===== config.mk =====
export PLATFORM = sky130hd
export DESIGN_NAME = line_edit_buffer
export DESIGN_NICKNAME = d
export VERILOG_FILES = /design/src/hw/rtl/lebuf_pkg.sv /design/src/hw/rtl/lebuf_cell.sv /design/src/hw/rtl/lebuf_chain.sv /design/src/hw/rtl/line_edit_buffer.sv
export SDC_FILE = /design/constraint.sdc
export NUM_CORES = 1
export LEC_CHECK = 0
export BUFFER_PORTS_ARGS = -buffer_cell sky130_fd_sc_hd__buf_2
export CELL_PAD_IN_SITES_DETAIL_PLACEMENT = 1
export CELL_PAD_IN_SITES_GLOBAL_PLACEMENT = 2
export CORE_ASPECT_RATIO = 1.4
export CORE_MARGIN = 2
export CORE_UTILIZATION = 33
export CTS_CLUSTER_DIAMETER = 80
export CTS_CLUSTER_SIZE = 28
export DETAILED_ROUTE_END_ITERATION = 8
export GPL_TIMING_DRIVEN = 0
export HOLD_SLACK_MARGIN = 0.1
export PLACE_DENSITY_LB_ADDON = 0.1
export REMOVE_ABC_BUFFERS = 1
export SYNTH_ARGS = -nofsm -noshare
export SYNTH_HDL_FRONTEND = slang
export SYNTH_SLANG_ARGS = --single-unit

===== constraint.sdc =====
create_clock -name clk -period 6.1 [get_ports clk]
set_input_delay 0 -clock clk [delete_from_list [all_inputs] [get_ports clk]]
set_output_delay 0 -clock clk [all_outputs]
set_load 0.02 [all_outputs]

===== src/hw/rtl/lebuf_pkg.sv =====
// ----------------------------------------------------------------------------
// Line edit buffer package
// Shared types, codes and sizes of the line edit buffer and its cell chain.
// ----------------------------------------------------------------------------
package lebuf_pkg;

	localparam int LINE_CELLS   = 64;
	localparam int CAPACITY     = 64;
	localparam int SCREEN_COLS  = 64;

	localparam logic [6:0] MAX_LEN_RESET = 7'd64;
	localparam logic [5:0] STEP_LAST     = 6'(LINE_CELLS - 1);

	localparam logic [2:0] KIND_BYTE   = 3'd0;
	localparam logic [2:0] KIND_DELETE = 3'd1;
	localparam logic [2:0] KIND_LEFT   = 3'd2;
	localparam logic [2:0] KIND_RIGHT  = 3'd3;
	localparam logic [2:0] KIND_HOME   = 3'd4;
	localparam logic [2:0] KIND_END    = 3'd5;

	localparam logic [7:0] KEY_ENTER     = 8'd10;
	localparam logic [7:0] KEY_BACKSPACE = 8'd8;
	localparam logic [7:0] PRINT_LOW     = 8'd32;
	localparam logic [7:0] PRINT_HIGH    = 8'd126;
	localparam logic [7:0] SPACE_CHAR    = 8'd32;

	localparam logic [1:0] CFG_MAX_LEN    = 2'd0;
	localparam logic [1:0] CFG_ORIGIN_COL = 2'd1;

	typedef enum logic [1:0] {
		OUT_MOVE = 2'd0,
		OUT_CELL = 2'd1,
		OUT_CHAR = 2'd2,
		OUT_DONE = 2'd3
	} out_kind_t;

	typedef enum logic [1:0] {
		CELL_HOLD,
		CELL_LOAD,
		CELL_FROM_LEFT,
		CELL_FROM_RIGHT
	} cell_op_t;

	typedef enum logic [1:0] {
		CH_HOLD,
		CH_ROTATE,
		CH_INSERT,
		CH_REMOVE
	} chain_mode_t;

	typedef struct packed {
		chain_mode_t mode;
		logic [5:0]  pos;
		logic [7:0]  key;
	} chain_ctrl_t;

	typedef enum logic {
		ST_IDLE,
		ST_SCAN
	} state_t;

	typedef enum logic {
		SCAN_REDRAW,
		SCAN_ENTER
	} scan_mode_t;

endpackage


===== src/hw/rtl/lebuf_cell.sv =====
// ----------------------------------------------------------------------------
// Line edit buffer cell
// Holds one character and loads it from the key or from either neighbor.
// ----------------------------------------------------------------------------
module lebuf_cell (
	input  logic                clk,
	input  lebuf_pkg::cell_op_t op,
	input  logic [7:0]          key,
	input  logic [7:0]          left,
	input  logic [7:0]          right,
	output logic [7:0]          value
);

	logic [7:0] value_q;

	always_ff @(posedge clk) begin
		case (op)
			lebuf_pkg::CELL_LOAD:       value_q <= key;
			lebuf_pkg::CELL_FROM_LEFT:  value_q <= left;
			lebuf_pkg::CELL_FROM_RIGHT: value_q <= right;
			default:                    value_q <= value_q;
		endcase
	end

	assign value = value_q;

endmodule


===== src/hw/rtl/lebuf_chain.sv =====
// ----------------------------------------------------------------------------
// Line edit buffer cell chain
// A ring of character cells that inserts, removes and rotates the line.
// ----------------------------------------------------------------------------
module lebuf_chain (
	input  logic                   clk,
	input  lebuf_pkg::chain_ctrl_t ctrl,
	output logic [7:0]             head
);

	logic [7:0]          vals [lebuf_pkg::LINE_CELLS];
	lebuf_pkg::cell_op_t ops  [lebuf_pkg::LINE_CELLS];

	for (genvar i = 0; i < lebuf_pkg::LINE_CELLS; i++) begin : g_cell
		localparam logic [5:0] IDX = 6'(i);

		always_comb begin
			ops[i] = lebuf_pkg::CELL_HOLD;
			case (ctrl.mode)
				lebuf_pkg::CH_ROTATE: ops[i] = lebuf_pkg::CELL_FROM_RIGHT;
				lebuf_pkg::CH_INSERT: begin
					if (IDX > ctrl.pos) begin
						ops[i] = lebuf_pkg::CELL_FROM_LEFT;
					end else if (IDX == ctrl.pos) begin
						ops[i] = lebuf_pkg::CELL_LOAD;
					end
				end
				lebuf_pkg::CH_REMOVE: begin
					if (IDX >= ctrl.pos) begin
						ops[i] = lebuf_pkg::CELL_FROM_RIGHT;
					end
				end
				default: ops[i] = lebuf_pkg::CELL_HOLD;
			endcase
		end

		lebuf_cell u_cell (
			.clk   (clk),
			.op    (ops[i]),
			.key   (ctrl.key),
			.left  (vals[(i + lebuf_pkg::LINE_CELLS - 1) % lebuf_pkg::LINE_CELLS]),
			.right (vals[(i + 1) % lebuf_pkg::LINE_CELLS]),
			.value (vals[i])
		);
	end

	assign head = vals[0];

endmodule


===== src/hw/rtl/line_edit_buffer.sv =====
// ----------------------------------------------------------------------------
// Line edit buffer
// Keeps one line of characters with a cursor and emits cursor move, redraw and line beats.
// ----------------------------------------------------------------------------
// Cursor keys: one result beat in the cycle after acceptance (none for left or right at a line end); busy stays low.
// Edits and enter: the cell ring makes one full rotation, busy is high while it
// turns, and beats leave through the state register and then the output register.
// Throughput is one cursor key every cycle while busy is low; an edit waits for the rotation to end.
// Reset empties the line, homes the cursor and loads the register defaults.
module line_edit_buffer (
	input  logic       clk,
	input  logic       arst_n,
	input  logic       start,
	output logic       busy,
	input  logic [2:0] kind,
	input  logic [7:0] key_byte,
	input  logic       cfg_valid,
	output logic       cfg_ready,
	input  logic [1:0] cfg_index,
	input  logic [6:0] cfg_data,
	output logic       strobe,
	output logic [1:0] out_kind,
	output logic [5:0] position,
	output logic [7:0] char_value,
	output logic [6:0] cursor_column,
	output logic [5:0] line_length,
	output logic       last
);

	lebuf_pkg::state_t      state_q, state_d;
	lebuf_pkg::scan_mode_t  mode_q, mode_d;
	lebuf_pkg::chain_ctrl_t ctrl;
	lebuf_pkg::out_kind_t   out_kind_q, scan_kind;

	logic [5:0] step_q, step_d;
	logic [5:0] len_q, len_d;
	logic [5:0] cur_q, cur_d;
	logic [6:0] max_len_q;
	logic [5:0] origin_col_q;
	logic       move_emit, ins_ok;
	logic [7:0] head;
	logic [6:0] col_sum;
	logic       scan_emit, scan_last;
	logic [5:0] scan_pos;
	logic [7:0] scan_char;

	logic       strobe_q, last_q;
	logic [5:0] position_q, line_length_q;
	logic [7:0] char_q;
	logic [6:0] cursor_col_q;

	lebuf_chain u_chain (
		.clk  (clk),
		.ctrl (ctrl),
		.head (head)
	);

	assign cfg_ready = 1'b1;
	assign busy      = (state_q == lebuf_pkg::ST_SCAN);

	always_ff @(posedge clk or negedge arst_n) begin
		if (!arst_n) begin
			max_len_q    <= lebuf_pkg::MAX_LEN_RESET;
			origin_col_q <= '0;
		end else if (cfg_valid && cfg_ready) begin
			unique case (cfg_index)
				lebuf_pkg::CFG_MAX_LEN:    max_len_q    <= cfg_data;
				lebuf_pkg::CFG_ORIGIN_COL: origin_col_q <= cfg_data[5:0];
				default: ;
			endcase
		end
	end

	always_ff @(posedge clk or negedge arst_n) begin
		if (!arst_n) begin
			state_q <= lebuf_pkg::ST_IDLE;
			mode_q  <= lebuf_pkg::SCAN_REDRAW;
			step_q  <= '0;
			len_q   <= '0;
			cur_q   <= '0;
		end else begin
			state_q <= state_d;
			mode_q  <= mode_d;
			step_q  <= step_d;
			len_q   <= len_d;
			cur_q   <= cur_d;
		end
	end

	always_comb begin
		state_d   = state_q;
		mode_d    = mode_q;
		step_d    = step_q;
		len_d     = len_q;
		cur_d     = cur_q;
		move_emit = 1'b0;
		ctrl.mode = lebuf_pkg::CH_HOLD;
		ctrl.pos  = cur_q;
		ctrl.key  = key_byte;
		ins_ok    = (7'(len_q) + 7'd1 < max_len_q)
			&& (7'(len_q) + 7'd1 < 7'(lebuf_pkg::CAPACITY))
			&& (7'(origin_col_q) + 7'(len_q) < 7'(lebuf_pkg::SCREEN_COLS));
		unique case (state_q)
			lebuf_pkg::ST_IDLE: begin
				if (start) begin
					unique case (kind)
						lebuf_pkg::KIND_BYTE: begin
							if (key_byte == lebuf_pkg::KEY_ENTER) begin
								state_d = lebuf_pkg::ST_SCAN;
								mode_d  = lebuf_pkg::SCAN_ENTER;
								step_d  = '0;
							end else if (key_byte == lebuf_pkg::KEY_BACKSPACE) begin
								if (cur_q != '0) begin
									ctrl.mode = lebuf_pkg::CH_REMOVE;
									ctrl.pos  = cur_q - 6'd1;
									len_d     = len_q - 6'd1;
									cur_d     = cur_q - 6'd1;
									state_d   = lebuf_pkg::ST_SCAN;
									mode_d    = lebuf_pkg::SCAN_REDRAW;
									step_d    = '0;
								end
							end else if (key_byte >= lebuf_pkg::PRINT_LOW
								&& key_byte <= lebuf_pkg::PRINT_HIGH && ins_ok) begin
								ctrl.mode = lebuf_pkg::CH_INSERT;
								len_d     = len_q + 6'd1;
								cur_d     = cur_q + 6'd1;
								state_d   = lebuf_pkg::ST_SCAN;
								mode_d    = lebuf_pkg::SCAN_REDRAW;
								step_d    = '0;
							end
						end
						lebuf_pkg::KIND_DELETE: begin
							if (cur_q < len_q) begin
								ctrl.mode = lebuf_pkg::CH_REMOVE;
								len_d     = len_q - 6'd1;
								state_d   = lebuf_pkg::ST_SCAN;
								mode_d    = lebuf_pkg::SCAN_REDRAW;
								step_d    = '0;
							end
						end
						lebuf_pkg::KIND_LEFT: begin
							if (cur_q != '0) begin
								cur_d     = cur_q - 6'd1;
								move_emit = 1'b1;
							end
						end
						lebuf_pkg::KIND_RIGHT: begin
							if (cur_q < len_q) begin
								cur_d     = cur_q + 6'd1;
								move_emit = 1'b1;
							end
						end
						lebuf_pkg::KIND_HOME: begin
							cur_d     = '0;
							move_emit = 1'b1;
						end
						lebuf_pkg::KIND_END: begin
							cur_d     = len_q;
							move_emit = 1'b1;
						end
						default: ;
					endcase
				end
			end
			lebuf_pkg::ST_SCAN: begin
				ctrl.mode = lebuf_pkg::CH_ROTATE;
				step_d    = step_q + 6'd1;
				if (step_q == lebuf_pkg::STEP_LAST) begin
					state_d = lebuf_pkg::ST_IDLE;
					if (mode_q == lebuf_pkg::SCAN_ENTER) begin
						len_d = '0;
						cur_d = '0;
					end
				end
			end
			default: state_d = lebuf_pkg::ST_IDLE;
		endcase
	end

	always_comb begin
		col_sum   = 7'(origin_col_q) + 7'(step_q);
		scan_emit = 1'b0;
		scan_last = 1'b0;
		scan_kind = lebuf_pkg::OUT_CELL;
		scan_pos  = col_sum[5:0];
		scan_char = (step_q < len_q) ? head : lebuf_pkg::SPACE_CHAR;
		if (state_q == lebuf_pkg::ST_SCAN) begin
			if (mode_q == lebuf_pkg::SCAN_REDRAW) begin
				scan_emit = (col_sum < 7'(lebuf_pkg::SCREEN_COLS));
				scan_last = (col_sum == 7'(lebuf_pkg::SCREEN_COLS - 1));
			end else if (step_q < len_q) begin
				scan_emit = 1'b1;
				scan_kind = lebuf_pkg::OUT_CHAR;
				scan_pos  = step_q;
				scan_char = head;
			end else if (step_q == len_q) begin
				scan_emit = 1'b1;
				scan_last = 1'b1;
				scan_kind = lebuf_pkg::OUT_DONE;
				scan_pos  = '0;
				scan_char = '0;
			end
		end
	end

	always_ff @(posedge clk or negedge arst_n) begin
		if (!arst_n) begin
			strobe_q <= 1'b0;
		end else begin
			strobe_q <= move_emit || scan_emit;
		end
	end

	always_ff @(posedge clk) begin
		if (move_emit) begin
			out_kind_q    <= lebuf_pkg::OUT_MOVE;
			position_q    <= '0;
			char_q        <= '0;
			cursor_col_q  <= 7'(origin_col_q) + 7'(cur_d);
			line_length_q <= len_q;
			last_q        <= 1'b1;
		end else if (scan_emit) begin
			out_kind_q    <= scan_kind;
			position_q    <= scan_pos;
			char_q        <= scan_char;
			cursor_col_q  <= 7'(origin_col_q) + 7'(cur_q);
			line_length_q <= len_q;
			last_q        <= scan_last;
		end
	end

	assign strobe        = strobe_q;
	assign out_kind      = out_kind_q;
	assign position      = position_q;
	assign char_value    = char_q;
	assign cursor_column = cursor_col_q;
	assign line_length   = line_length_q;
	assign last          = last_q;

`ifndef SYNTHESIS
	a_cursor_in_line: assert property (@(posedge clk) disable iff (!arst_n)
		cur_q <= len_q)
		else $error("Cursor index is past the end of the line.");

	a_scan_ends: assert property (@(posedge clk) disable iff (!arst_n)
		(state_q == lebuf_pkg::ST_SCAN && step_q == lebuf_pkg::STEP_LAST)
		|=> (state_q == lebuf_pkg::ST_IDLE))
		else $error("Ring rotation did not end after a full turn.");

	a_enter_clears: assert property (@(posedge clk) disable iff (!arst_n)
		(state_q == lebuf_pkg::ST_SCAN && mode_q == lebuf_pkg::SCAN_ENTER
		&& step_q == lebuf_pkg::STEP_LAST) |=> (len_q == '0 && cur_q == '0))
		else $error("Line was not cleared after enter.");

	a_done_is_last: assert property (@(posedge clk) disable iff (!arst_n)
		(strobe && out_kind == lebuf_pkg::OUT_DONE) |-> last)
		else $error("Line finished beat is not marked as last.");

	a_no_move_in_scan: assert property (@(posedge clk) disable iff (!arst_n)
		(state_q == lebuf_pkg::ST_SCAN) |-> !move_emit)
		else $error("Cursor move beat raised during a ring rotation.");
`endif

endmodule

==> reports/qor.yml, run 1 <==
placed_design:
  place_congestion: 0.841
  place_inst: 4087
  numPortBuffers: 55
  place_hpwl_microns: 90000
yosys:
  synth-xor-area-share_pct: 0.577
  synthFlopType: "edfxtp_1"
  ys_ff_latch: 576
  synth_edf_count: 525
  avgSynthCellArea_sq_um: 10.7
  yosysUniqueCellTypes: 108
  yosys.area_share.simple_pct: 12.9
  postSynthCellCount: 2983
  async_flop_share_pct: 5.90
  synth_warnings: 0
  yosys.area_share.adder_pct: 1.74
  synthMuxAreaShare_pct: 3.10
  synth-seq-area-share_pct: 53.2
  synth-compound-area-share_pct: 24.8
  synth_top_family_by_area: "compound AO/OA/AOI/OAI gates"
  syn_area_sq_mm: 0.0319
clock_network:
  htreeDepth: 1
  clockBufferDepth: 3
  cts_buffers: 30
  clock_latency_ns: 0.68
  clock_sinks: 576
  cts_tree: "done"
  root_buffer: "clkbuf_16"
  clk_pin_slew_worst_paths_ns: 0.10
power:
  p_total_mw: 20.4
  p_seq_share_pct: 44.9
  leakagePower_nw: 12.6
  internal_power_mw: 11.3
  clock_power_share_pct: 12.4
  irDropWorstVdd_v: 0.000303
  switching_power_mw: 9.02
  swShare_pct: 44.3
  power_density_mw_per_mm2: 583
  p_comb_share_pct: 42.7
layout:
  regArea_sq_mm: 0.0170
  final_nets: 3006
  n_fill_cell: 10453
  fin_cells: 4187
  drive_gt1_share_pct: 10.1
  antenna_cells: 0
  finish.utilization_pct: 36.6
  syn2layout_area_growth_pct: 9.68
  multi_input_area_sq_mm: 0.0140
worst_setup_path:
  crit_type: "reg -> reg"
  end_kind: "register"
  r2r_slack_ns: 0.14
  path_cells: "nor2b_2 > nand2_1 > nor3_1 > nand3_4 > nand2_8 > a32o_1 > o21ai_1"
  start_kind: "register"
  worstPathArrival_ns: 6.24
  slowest_delay_ns: 1.32
  crit_required_ns: 6.38
  crit_start: "busy$_DFF_PN0_"
  cp_max_fo: 62
  r2r-end: "u_chain.g_cell[42].u_cell.value[5]$_DFFE_PP_"
  reg2reg_from: "busy$_DFF_PN0_"
  reg2reg_depth: 7
  crit_path_end: "u_chain.g_cell[42].u_cell.value[5]$_DFFE_PP_"
  slowest_stage: "nor3_1"
die:
  dieArea_sq_mm: 0.0991
  num_rows: 134
  dieWidth_microns: 267
  ios: 57
  coreArea_sq_mm: 0.0956
  initial_utilization_pct: 33.3
  die_h_microns: 372
sta:
  slew_headroom_pct: -13.7
  slew_viol_final: 5
  timing.final.crit_share_pct: 97.7
  grt_setup_unrepaired: "no"
  clock_skew_ns: 0.0399
  max_freq_mhz: 168
  hold_viol_final: 0
  period_minus_slack_ns: 5.96
  setup_viol: 0
  worstMarginPinSlew_ns: 1.69
grt:
  grt_pass1_wl_microns: 187000
  globalRouteOverflowTotal: 0
  grt_use_total_pct: 25.1
  grt_pass1_vias: 27827
  antenna_found_initial: 0
  grt_max_degree: 65
drt:
  via_per_inst: 6.23
  dr.first_iter.drc_count: 2131
  wl_per_cell_microns: 30.3
  ant_nets: 0
  routed_wl_microns: 127000
  vias: 26085
  drc: 0
  firstDrtPassIters: 7
job:
  cap_violations: 1
min_path:
  hold_path.class: "in -> reg"
outcome:
  violations: "capacitance limit, slew limit"
  status: "complete, but fails checks"
how the worst min path moves through the flow:
stage | slack (ns) | cells after the start | start | end
after floorplan | -0.30 | 0 | arst_n | busy$_DFF_PN0_
after global placement | 0.16 | 1 | arst_n | step_q[0]$_DFFE_PN0P_
after detailed placement | 0.17 | 1 | arst_n | step_q[3]$_DFFE_PN0P_
after CTS | 0.16 | 3 | cfg_data[4] | origin_col_q[4]$_DFFE_PN0P_
after global routing | 0.18 | 3 | cfg_data[5] | origin_col_q[5]$_DFFE_PN0P_
final | 0.18 | 3 | cfg_data[4] | origin_col_q[4]$_DFFE_PN0P_
layer usage:
metal | GRT usage, % | up-vias | wire length (microns)
met5 | 0 | - | 0
met2 | 46.2 | 770 | 66000
li1 | - | 11627 | -
met4 | 8.63 | 0 | 4470
met3 | 2.34 | 189 | 5360
met1 | 30.4 | 13499 | 51200
sequential cells by signal (all words and copies together) (netlist names):
signal	count
busy	1
last	1
out_kind	2
mode_q	1
cur_q	6
u_chain.g_cell.u_cell.value	512
len_q	6
strobe	1
position	6
max_len_q	7
origin_col_q	6
step_q	6
char_value	8
cursor_column	7
line_length	6
layout make-up:
type                            count  share of cell area, %
Sequential cell                   576                   48.5
Multi-Input combinational cell   2120                   40.2
Tap cell                         1224                   4.38
Timing Repair Buffer              116                   2.91
Clock buffer                       37                   2.31
Inverter                           95                   1.03
Clock inverter                     19                  0.644
cells in the final DEF, fill, tap and decap left out, types with 15 or more instances in the layout:
cell,n
nand2_1,433
a221o_1,129
or2_2,18
and2_1,34
mux2i_1,60
o21ai_0,133
o22ai_1,36
ha_1,41
a21oi_1,139
nand3_1,65
dfxtp_1,17
a22oi_1,197
mux2_2,29
and3_1,34
a22o_1,37
edfxtp_1,525
inv_1,87
nand4_1,22
clkbuf_16,31
dfrtp_1,31
o211ai_1,40
o21a_1,15
a21o_1,30
nor2_1,163
xnor2_1,17
nor2b_1,21
a222oi_1,37
a221oi_1,30
buf_2,51
a31oi_1,37
o21ai_1,18
o31ai_1,32
nor3_1,48
dlygate4sd3_1,35
Yosys cell counts (all sizes together) (9+ instances only):
| master | instances | area share (%) |
|---|---|---|
| and2 | 35 | 0.70 |
| nor2b | 22 | 0.43 |
| nand4 | 22 | 0.45 |
| xnor2 | 17 | 0.47 |
| a21oi | 149 | 2.4 |
| dfrtp | 33 | 2.6 |
| mux2i | 63 | 2.0 |
| a2bb2oi | 11 | 0.30 |
| a221o | 129 | 4.1 |
| nor2 | 171 | 2.1 |
| inv | 90 | 1.1 |
| a222oi | 37 | 1.2 |
| edfxtp | 525 | 49 |
| a31oi | 39 | 0.79 |
| mux2 | 31 | 1.1 |
| or2 | 20 | 0.39 |
| a22oi | 199 | 4.7 |
| o211ai | 41 | 0.98 |
| nand3 | 67 | 1.1 |
| a221oi | 31 | 0.87 |
| a22o | 37 | 1.0 |
| o22ai | 38 | 0.79 |
| or3 | 10 | 0.20 |
| o31ai | 39 | 1.0 |
| a21boi | 9 | 0.22 |
| a32oi | 11 | 0.33 |
| o221a | 14 | 0.49 |
| o21ai | 159 | 2.5 |
| o21a | 16 | 0.38 |
| ha | 41 | 1.6 |
| and3 | 34 | 0.67 |
| nand2 | 436 | 5.2 |
| buf | 57 | 0.95 |
| nor3 | 56 | 0.96 |
| clkbuf | 138 | 1.6 |
| a21o | 31 | 0.73 |
| dfxtp | 17 | 1.1 |
cells by family after synthesis:
logic type | after synthesis
simple gates | 904
compound gates | 1054
other cells | 1
fa+ha+maj | 43
buf+inv | 290
mux | 94
xor+xnor | 21
flops | 576
metrics by stage:
stage	TNS [ns]	cell area [sq um]	hold WS (ns)	setup slack, ns
after CTS	-0.287	34800	0.163	-0.0348
after global placement	-	32900	0.163	-22.76
final	0	34900	0.183	0.142
after detailed placement	-67.31	33300	0.172	-0.936
after floorplan	-1664.18	31000	-0.296	-4.43
after global routing	0	34900	0.182	0.0506
what timing repair did:
| action | CTS | global route |
|---|---|---|
| pin swaps | 1 | 4 |
| buffers inserted | 0 | 5 |
| gates resized for setup | 14 | 22 |
| hold endpoints to repair | 70 | 0 |
| setup endpoints to repair | 297 | 197 |
| gates cloned | 0 | 3 |
| hold buffers | 36 | 0 |
power groups by stage:
stage | Combinational, mW | Clock (mW) | Sequential (mW)
after CTS | 8.61 | 2.61 | 9.11
after global routing | 9.52 | 2.72 | 9.35
final | 8.69 | 2.53 | 9.13
after floorplan | 5.61 | 0 | 8.41
after detailed placement | 8.52 | 0 | 9.19
after global placement | 8.24 | 0 | 9.20
worst max-delay path, delay by kind of cell, from the launching register on:
family | cells | cell delay [ns]
compound gates | 2 | 1.03
flops | 1 | 0.73
simple gates | 5 | 3.74
Power figures use the tool's default switching activity.
==> run 2: changes to the inputs <==
--- a/config.mk
+++ b/config.mk
@@ -17,7 +17,9 @@
 export GPL_TIMING_DRIVEN = 0
 export HOLD_SLACK_MARGIN = 0.1
 export PLACE_DENSITY_LB_ADDON = 0.1
+export RECOVER_POWER = 50
 export REMOVE_ABC_BUFFERS = 1
+export SLEW_MARGIN = 30
 export SYNTH_ARGS = -nofsm -noshare
 export SYNTH_HDL_FRONTEND = slang
 export SYNTH_SLANG_ARGS = --single-unit
==> reports/qor.yml, run 2 (same netlist as run 1, synthesis figures left out) <==
die:
  initial_utilization_pct: 33.3  # unchanged
  dieWidth_microns: 267  # unchanged
  dieArea_sq_mm: 0.0991  # unchanged
  ios: 57  # unchanged
  coreArea_sq_mm: 0.0956  # unchanged
  die_h_microns: 372  # unchanged
  num_rows: 134  # unchanged
worst_setup_path:
  start_kind: "register"
  worstPathArrival_ns: 6.26  # +0.02 ns
  cp_max_fo: 22  # -65%
  crit_start: "len_q[0]$_DFFE_PN0P_"
  crit_type: "reg -> reg"
  crit_required_ns: 6.53  # +0.15 ns
  reg2reg_from: "len_q[0]$_DFFE_PN0P_"
  end_kind: "register"
min_path:
  hold_path.class: "in -> reg"
  hold_start: "cfg_data[4]"
clock_network:
  cts_buffers: 30  # unchanged
  cts_setup_buffers: 0  # unchanged
  root_buffer: "clkbuf_16"
  htreeDepth: 1  # unchanged
  clock_sinks: 576  # unchanged
  clockBufferDepth: 3  # unchanged
  clk_pin_slew_worst_paths_ns: 0.10  # about the same
  cts_tree: "done"
  clock_latency_ns: 0.69  # about the same
power:
  leakagePower_nw: 12.7  # +0.36%
  p_comb_share_pct: 42.5  # -0.2 points
  internal_power_mw: 11.3  # about the same
  irDropWorstVdd_v: 0.000326  # +7.7%
  clock_power_share_pct: 12.6  # +0.2 points
  p_total_mw: 20.4  # about the same
  swShare_pct: 44.3  # about the same
  power_density_mw_per_mm2: 578  # -0.84%
  p_seq_share_pct: 44.9  # about the same
  switching_power_mw: 9.01  # about the same
layout:
  most-common-layout-cells: "edfxtp_1, nand2_1, a22oi_1"
  drive_gt1_share_pct: 9.26  # -0.84 points
  final_nets: 3025  # +0.63%
  syn2layout_area_growth_pct: 10.6
  largest_reg_flops: 512  # unchanged
  final_common_cell: "edfxtp_1"
  n_fill_cell: 10495  # +0.40%
placed_design:
  numPortBuffers: 55  # unchanged
  place_hpwl_microns: 93500  # +3.9%
  place_congestion: 0.841  # unchanged
grt:
  grt_pass1_vias: 28072  # +0.88%
  grt_use_total_pct: 25.1  # about the same
  grt_pass1_wl_microns: 187000  # +0.19%
  antenna_found_initial: 0  # unchanged
  grt_most_used_layer: "met2"
  grt_util_met1_pct: 30.3  # -0.058 points
  use_met3_pct: 2.07  # -0.27 points
  grt_util_met2_pct: 46.6  # +0.42 points
  grt_max_degree: 50  # -23%
  globalRouteOverflowTotal: 0  # unchanged
sta:
  timing.hold.ws_ns: 0.195  # +0.0121 ns
  max_freq_mhz: 171  # +2.1%
  hold_viol_final: 0  # unchanged
  setup_viol: 0  # unchanged
  grt_setup_unrepaired: "no"
  slew_viol_final: 80  # +75
  clock_skew_ns: 0.0377  # -0.00223 ns
  worstMarginPinSlew_ns: 2.15  # +0.454 ns
  timing.final.crit_share_pct: 95.6  # -2.0 points
  period_minus_slack_ns: 5.83  # -0.125 ns
  slew_headroom_pct: -43.1  # -29 points
outcome:
  status: "complete, but fails checks"
  violations: "capacitance limit, slew limit"
drt:
  dr.first_iter.drc_count: 2039  # -4.3%
  wl_per_cell_microns: 29.8  # -1.8%
  firstDrtPassIters: 8  # +1
  vias: 25986  # -0.38%
  via_per_inst: 6.18  # -0.85%
  routed_wl_microns: 125000  # -1.3%
  ant_nets: 0  # unchanged
  drc: 0  # unchanged
job:
  cap_violations: 3  # +2
==> run 2: power by group through the flow <==
stage	clock network (mW)	logic, mW	registers (mW)
final	2.56	8.66	9.13
after global routing	2.72	9.51	9.35
after CTS	2.62	8.75	9.11
after detailed placement	0	8.68	9.19
after global placement	0	8.24	9.20
after floorplan	0	5.61	8.41
==> run 2: path summary, 6_finish.rpt <==
kind	end	slack, ns	cells past startpoint
setup / recovery	u_chain.g_cell[51].u_cell.value[7]$_DFFE_PP_	0.27	13
hold / removal	origin_col_q[4]$_DFFE_PN0P_	0.20	3
setup reg to reg	u_chain.g_cell[51].u_cell.value[7]$_DFFE_PP_	0.27	13
min in group asynchronous	max_len_q[6]$_DFFE_PN1P_	0.67	3
max in group asynchronous	cur_q[3]$_DFF_PN0_	3.25	4
hold reg to reg	last$_SDFFE_PP1P_	0.45	2
==> run 2: timing repair <==
action | CTS | global route
endpoints found under the setup margin | 24 | 29
gates cloned | 1 | 0
hold buffers | 38 | 0
pin swaps | 1 | 0
gates resized for setup | 2 | 4
endpoints found under the hold margin | 172 | 0
==> run 2: critical path, cell delays in order (launching register included) <==
cell,delay [ns]
dfrtp_1,0.72
ha_1,0.32
nand3_1,0.16
xnor2_1,0.40
ha_1,0.31
and3_1,0.17
a2bb2o_1,0.30
nor4_1,0.55
nand3_4,0.54
buf_12,0.37
nor3_1,0.65
a21oi_1,0.18
o21ai_2,0.49
mux2_2,0.40
==> run 2: area by class of cell <==
| cell class | instances | area, sq um | share of cell area [%] |
|---|---|---|---|
| tap | 1224 | 1530 | 4.35 |
| inverter | 95 | 362 | 1.03 |
| sequential | 576 | 17000 | 48.1 |
| multi-input combinational | 2118 | 14000 | 39.8 |
| clock buffer | 39 | 816 | 2.32 |
| antenna | 1 | 2.50 | 0.00710 |
| clock inverter | 17 | 214 | 0.607 |
| timing repair buffer | 137 | 1340 | 3.79 |
==> run 2: per-stage QoR <==
step | utilization [%] | worst slack, ns | cells | cell area [sq um] | setup TNS, ns
5_1_grt | 36.9 | 0.0444 | 4206 | 35200 | 0
6_report | 36.9 | 0.267 | 4207 | 35200 | 0
2_1_floorplan | - | -4.43 | 2788 | 31000 | -1664.18
3_5_place_dp | 35.5 | -0.113 | 4111 | 33900 | -1.37
4_1_cts | 37.0 | 0.149 | 4206 | 35300 | 0
3_3_place_gp | 34.4 | -22.76 | 4067 | 32900 | -
==> run 2: routing by layer <==
metal | up-vias | wire, microns
li1 | 11657 | -
met1 | 13428 | 50700
met2 | 695 | 65700
met3 | 206 | 4680
met4 | 0 | 4180
met5 | - | 0
